**src/hw/rtl/avws_queue.sv**
```systemverilog
module avws_queue #(
  parameter int W     = 8,
  parameter int DEPTH = 4,
  localparam int AW = (DEPTH > 1) ? $clog2(DEPTH) : 1,
  localparam int CW = $clog2(DEPTH + 1)
) (
  input  logic         clk_i,
  input  logic         rst_ni,
  input  logic         push_i,
  input  logic [W-1:0] data_i,
  output logic         ready_o,
  output logic         valid_o,
  output logic [W-1:0] data_o,
  input  logic         pop_i
);

  logic [W-1:0]  store_q [DEPTH];
  logic [AW-1:0] wr_ptr_q, wr_ptr_d;
  logic [AW-1:0] rd_ptr_q, rd_ptr_d;
  logic [CW-1:0] count_q, count_d;

  assign ready_o = (count_q != CW'(DEPTH));
  assign valid_o = (count_q != '0);
  assign data_o  = store_q[rd_ptr_q];

  // pointer and fill count update
  always_comb begin
    wr_ptr_d = wr_ptr_q;
    rd_ptr_d = rd_ptr_q;
    count_d  = count_q;
    if (push_i) begin
      wr_ptr_d = (wr_ptr_q == AW'(DEPTH - 1)) ? '0 : wr_ptr_q + AW'(1);
    end
    if (pop_i) begin
      rd_ptr_d = (rd_ptr_q == AW'(DEPTH - 1)) ? '0 : rd_ptr_q + AW'(1);
    end
    case ({push_i, pop_i})
      2'b10:   count_d = count_q + CW'(1);
      2'b01:   count_d = count_q - CW'(1);
      default: count_d = count_q;
    endcase
  end

  always_ff @(posedge clk_i or negedge rst_ni) begin
    if (!rst_ni) begin
      wr_ptr_q <= '0;
      rd_ptr_q <= '0;
      count_q  <= '0;
    end else begin
      wr_ptr_q <= wr_ptr_d;
      rd_ptr_q <= rd_ptr_d;
      count_q  <= count_d;
    end
  end

  // entry storage
  always_ff @(posedge clk_i) begin
    if (push_i) begin
      store_q[wr_ptr_q] <= data_i;
    end
  end

endmodule

```
**config.mk**
```make
export PLATFORM = sky130hd
export DESIGN_NAME = avws_queue
export DESIGN_NICKNAME = d
export VERILOG_FILES = /design/src/hw/rtl/avws_queue.sv
export SDC_FILE = /design/constraint.sdc
export NUM_CORES = 1
export LEC_CHECK = 0
export BUFFER_PORTS_ARGS = -buffer_cell sky130_fd_sc_hd__buf_2
export CAP_MARGIN = 20
export CORE_MARGIN = 1
export CORE_UTILIZATION = 32
export DETAILED_ROUTE_END_ITERATION = 10
export GPL_ROUTABILITY_DRIVEN = 0
export GPL_TIMING_DRIVEN = 0
export PLACE_DENSITY_LB_ADDON = 0.05
export SYNTH_ARGS = -nofsm -noshare
export SYNTH_HDL_FRONTEND = slang
export SYNTH_SLANG_ARGS = --single-unit
```
**constraint.sdc**
```tcl
create_clock -name clk_i -period 1.88 [get_ports clk_i]
set_input_delay 0.188 -clock clk_i [delete_from_list [all_inputs] [get_ports clk_i]]
set_output_delay 0.188 -clock clk_i [all_outputs]
set_load 0.1 [all_outputs]
```
==> out/summary.txt <==
area of the die - 5200 um^2
GRT Total Usage - 0.109
top cells by count, synth - edfxtp_1, mux4_2, dfrtp_1
crit path time final - 1800 ps
TritonCTS Buffers - 5
R2R cell count - 3
Fin. Hold Viols - 0
drt pass-1 iters - 4
Vias per Instance - 4.33
die height - 72.1 um
diode count - 0
Final Setup Violations - 0
number of synthesized flops with an enable pin - 32
RSZ-0062 raised after global routing - no
Final ANT Viol Nets - 0
H-tree depth - 2
vias in the first global route - 772
Max-Cap Viols - 0
CTS tree - yes
Post-Route Setup TNS - 0 ps
Slew HR - 0.678
clk buf depth - 2
Die W - 72.1 um
initial antenna violation count - 0
Max FO, Critical Path - 10
Synth async-reset ratio - 0.179
largest net degree at the start of global routing - 12
clk_skew - 4.44 ps
CP required - 1690 ps
PortBufs - 21
Fin Hold WS - 121 ps
mapped cell area - 1570 um^2
first-pass GRT wire length - 3890 um
hpwl dp - 1730 um
starting density of the core - 0.333
Synth cell types - 18
fmax - 0.555 GHz
root buf cell - clkbuf_8
Final nets - 128
DR vias - 766
Crit Reg-Reg Endpoint - store_q[2][5]$_DFFE_PP_
ys flop type - edfxtp_1
WHS Path Cells - 1
IO Pins - 22
critical path class - reg2out
largest area contributor in the netlist - edfxtp_1
HP Start - data_i[1]
syn_area_per_cell - 19.7 um^2
status - finished, final reports clean
Cell Rows - 25
Synth top area share - 0.611
Max Slew Vio Count - 0
most common cell in the netlist - edfxtp_1
placed cell count - 168
share of layout cells above drive strength 1 - 0.355
setup ws final - 78.0 ps
Seq/Total Area, Yosys - 0.722
Clock Pin Slew Worst Setup and Hold Paths - 70 ps
# fillers - 440
CP Capture Type - output pin
total clock sinks - 39
HP Class - in2reg
CP arrival - 1610 ps
hold path endpoint - store_q[2][1]$_DFFE_PP_
Syn Nets - 99
DRC viols - 0
pre-CTS setup slack - 304 ps
Area contributors post-synth - edfxtp_1, mux4_2, dfrtp_1
worst skew pair latency - 280 ps
startpoint types - register
Tightest Pin Transition - 483 ps
core area - 4720 um^2
Post-Layout Cell Count - 177
cell count after synthesis - 80
drt wl/cell - 14.5 um
Routed WL - 2560 um
Iter 0 DRT Violations - 25
Worst R2R Setup Slack - 430 ps
Tcrit/Tclk final - 0.958
Synth-to-Final Area Change - 19.3%
Ys Warns - 0
Seq cells post-synth - 39
total gr overflow - 0
Crit Reg-Reg Startpoint - wr_ptr_q[0]$_DFFE_PN0P_
per-layer routing:
| metal | up-vias | global-route usage | share of wire |
|---|---|---|---|
| li1 | 361 | - | - |
| met1 | 379 | 0.142 | 0.45 |
| met2 | 19 | 0.165 | 0.48 |
| met3 | 7 | 0.0333 | 0.047 |
| met4 | 0 | 0.0588 | 0.020 |
| met5 | - | 0 | 0 |
critical path: stages, from the launching register on:
cell	delay, ps
dfrtp_1	380
buf_8	180
mux4_2	520
buf_4	250
final cells by class:
| class | instances | area [um^2] | area share |
|---|---|---|---|
| sequential | 39 | 1140 | 0.605 |
| multi-input combinational | 33 | 398 | 0.212 |
| timing repair buffer | 22 | 135 | 0.0720 |
| tap | 67 | 83.8 | 0.0447 |
| clock buffer | 7 | 76.3 | 0.0407 |
| inverter | 6 | 22.5 | 0.0120 |
| buffer | 2 | 20.0 | 0.0107 |
| clock inverter | 1 | 5.00 | 0.00267 |
worst max-delay path by stage:
| stage | from | endpoint | slack (ps) | cells past startpoint |
|---|---|---|---|---|
| detailed placement | rd_ptr_q[0]$_DFFE_PN0P_ | data_o[1] | 300 | 3 |
| global placement | rd_ptr_q[0]$_DFFE_PN0P_ | data_o[1] | 320 | 3 |
| floorplan | rd_ptr_q[0]$_DFFE_PN0P_ | data_o[0] | 410 | 2 |
| global route | rd_ptr_q[0]$_DFFE_PN0P_ | data_o[1] | 5 | 3 |
| CTS | rd_ptr_q[0]$_DFFE_PN0P_ | data_o[3] | 3 | 3 |
| finish | rd_ptr_q[0]$_DFFE_PN0P_ | data_o[1] | 80 | 3 |
timing repair:
item	in CTS	in global routing
endpoints found under the setup margin	2	7
hold buffers	1	0
gates cloned	0	0
resized for setup	2	13
setup buffers	0	0
hold endpoints to repair	7	0
cells by family after synthesis:
family,count (synthesis),share of synthesized area
flip-flops,39,0.722
AO/OA/AOI/OAI,2,0.00636
multiplexers,11,0.135
adder cells (fa/ha/maj),7,0.0605
buffers and inverters,8,0.0247
XOR/XNOR,3,0.0167
AND/OR/NAND/NOR,10,0.0342
registers in the layout, summed over array words and instances (netlist names):
register / flops
store_q: 32
count_q: 3
rd_ptr_q: 2
wr_ptr_q: 2
metrics by stage:
stage                util  area, um^2
global placement    0.373        1760
detailed placement  0.373        1760
floorplan               -        1570
global route        0.397        1880
CTS                 0.393        1860
finish              0.397        1880
layout by cell type, fill, tap and decap left out:
cell type / count
nand2_1: 1
mux2i_1: 1
clkinv_2: 1
or3_1: 2
xor2_1: 2
nor2_1: 2
inv_1: 6
o21ai_0: 2
nand3_1: 1
dfrtp_1: 7
buf_4: 8
xnor2_1: 1
clkbuf_1: 2
dlygate4sd3_1: 1
edfxtp_1: 32
mux4_2: 8
ha_1: 6
buf_8: 1
and2_1: 4
clkbuf_8: 5
fa_1: 1
buf_2: 14
mux2_2: 2
Power is left out: the tool's default activity adds up to more than one toggle a clock period on the data nets, which glitch-free logic cannot reach.
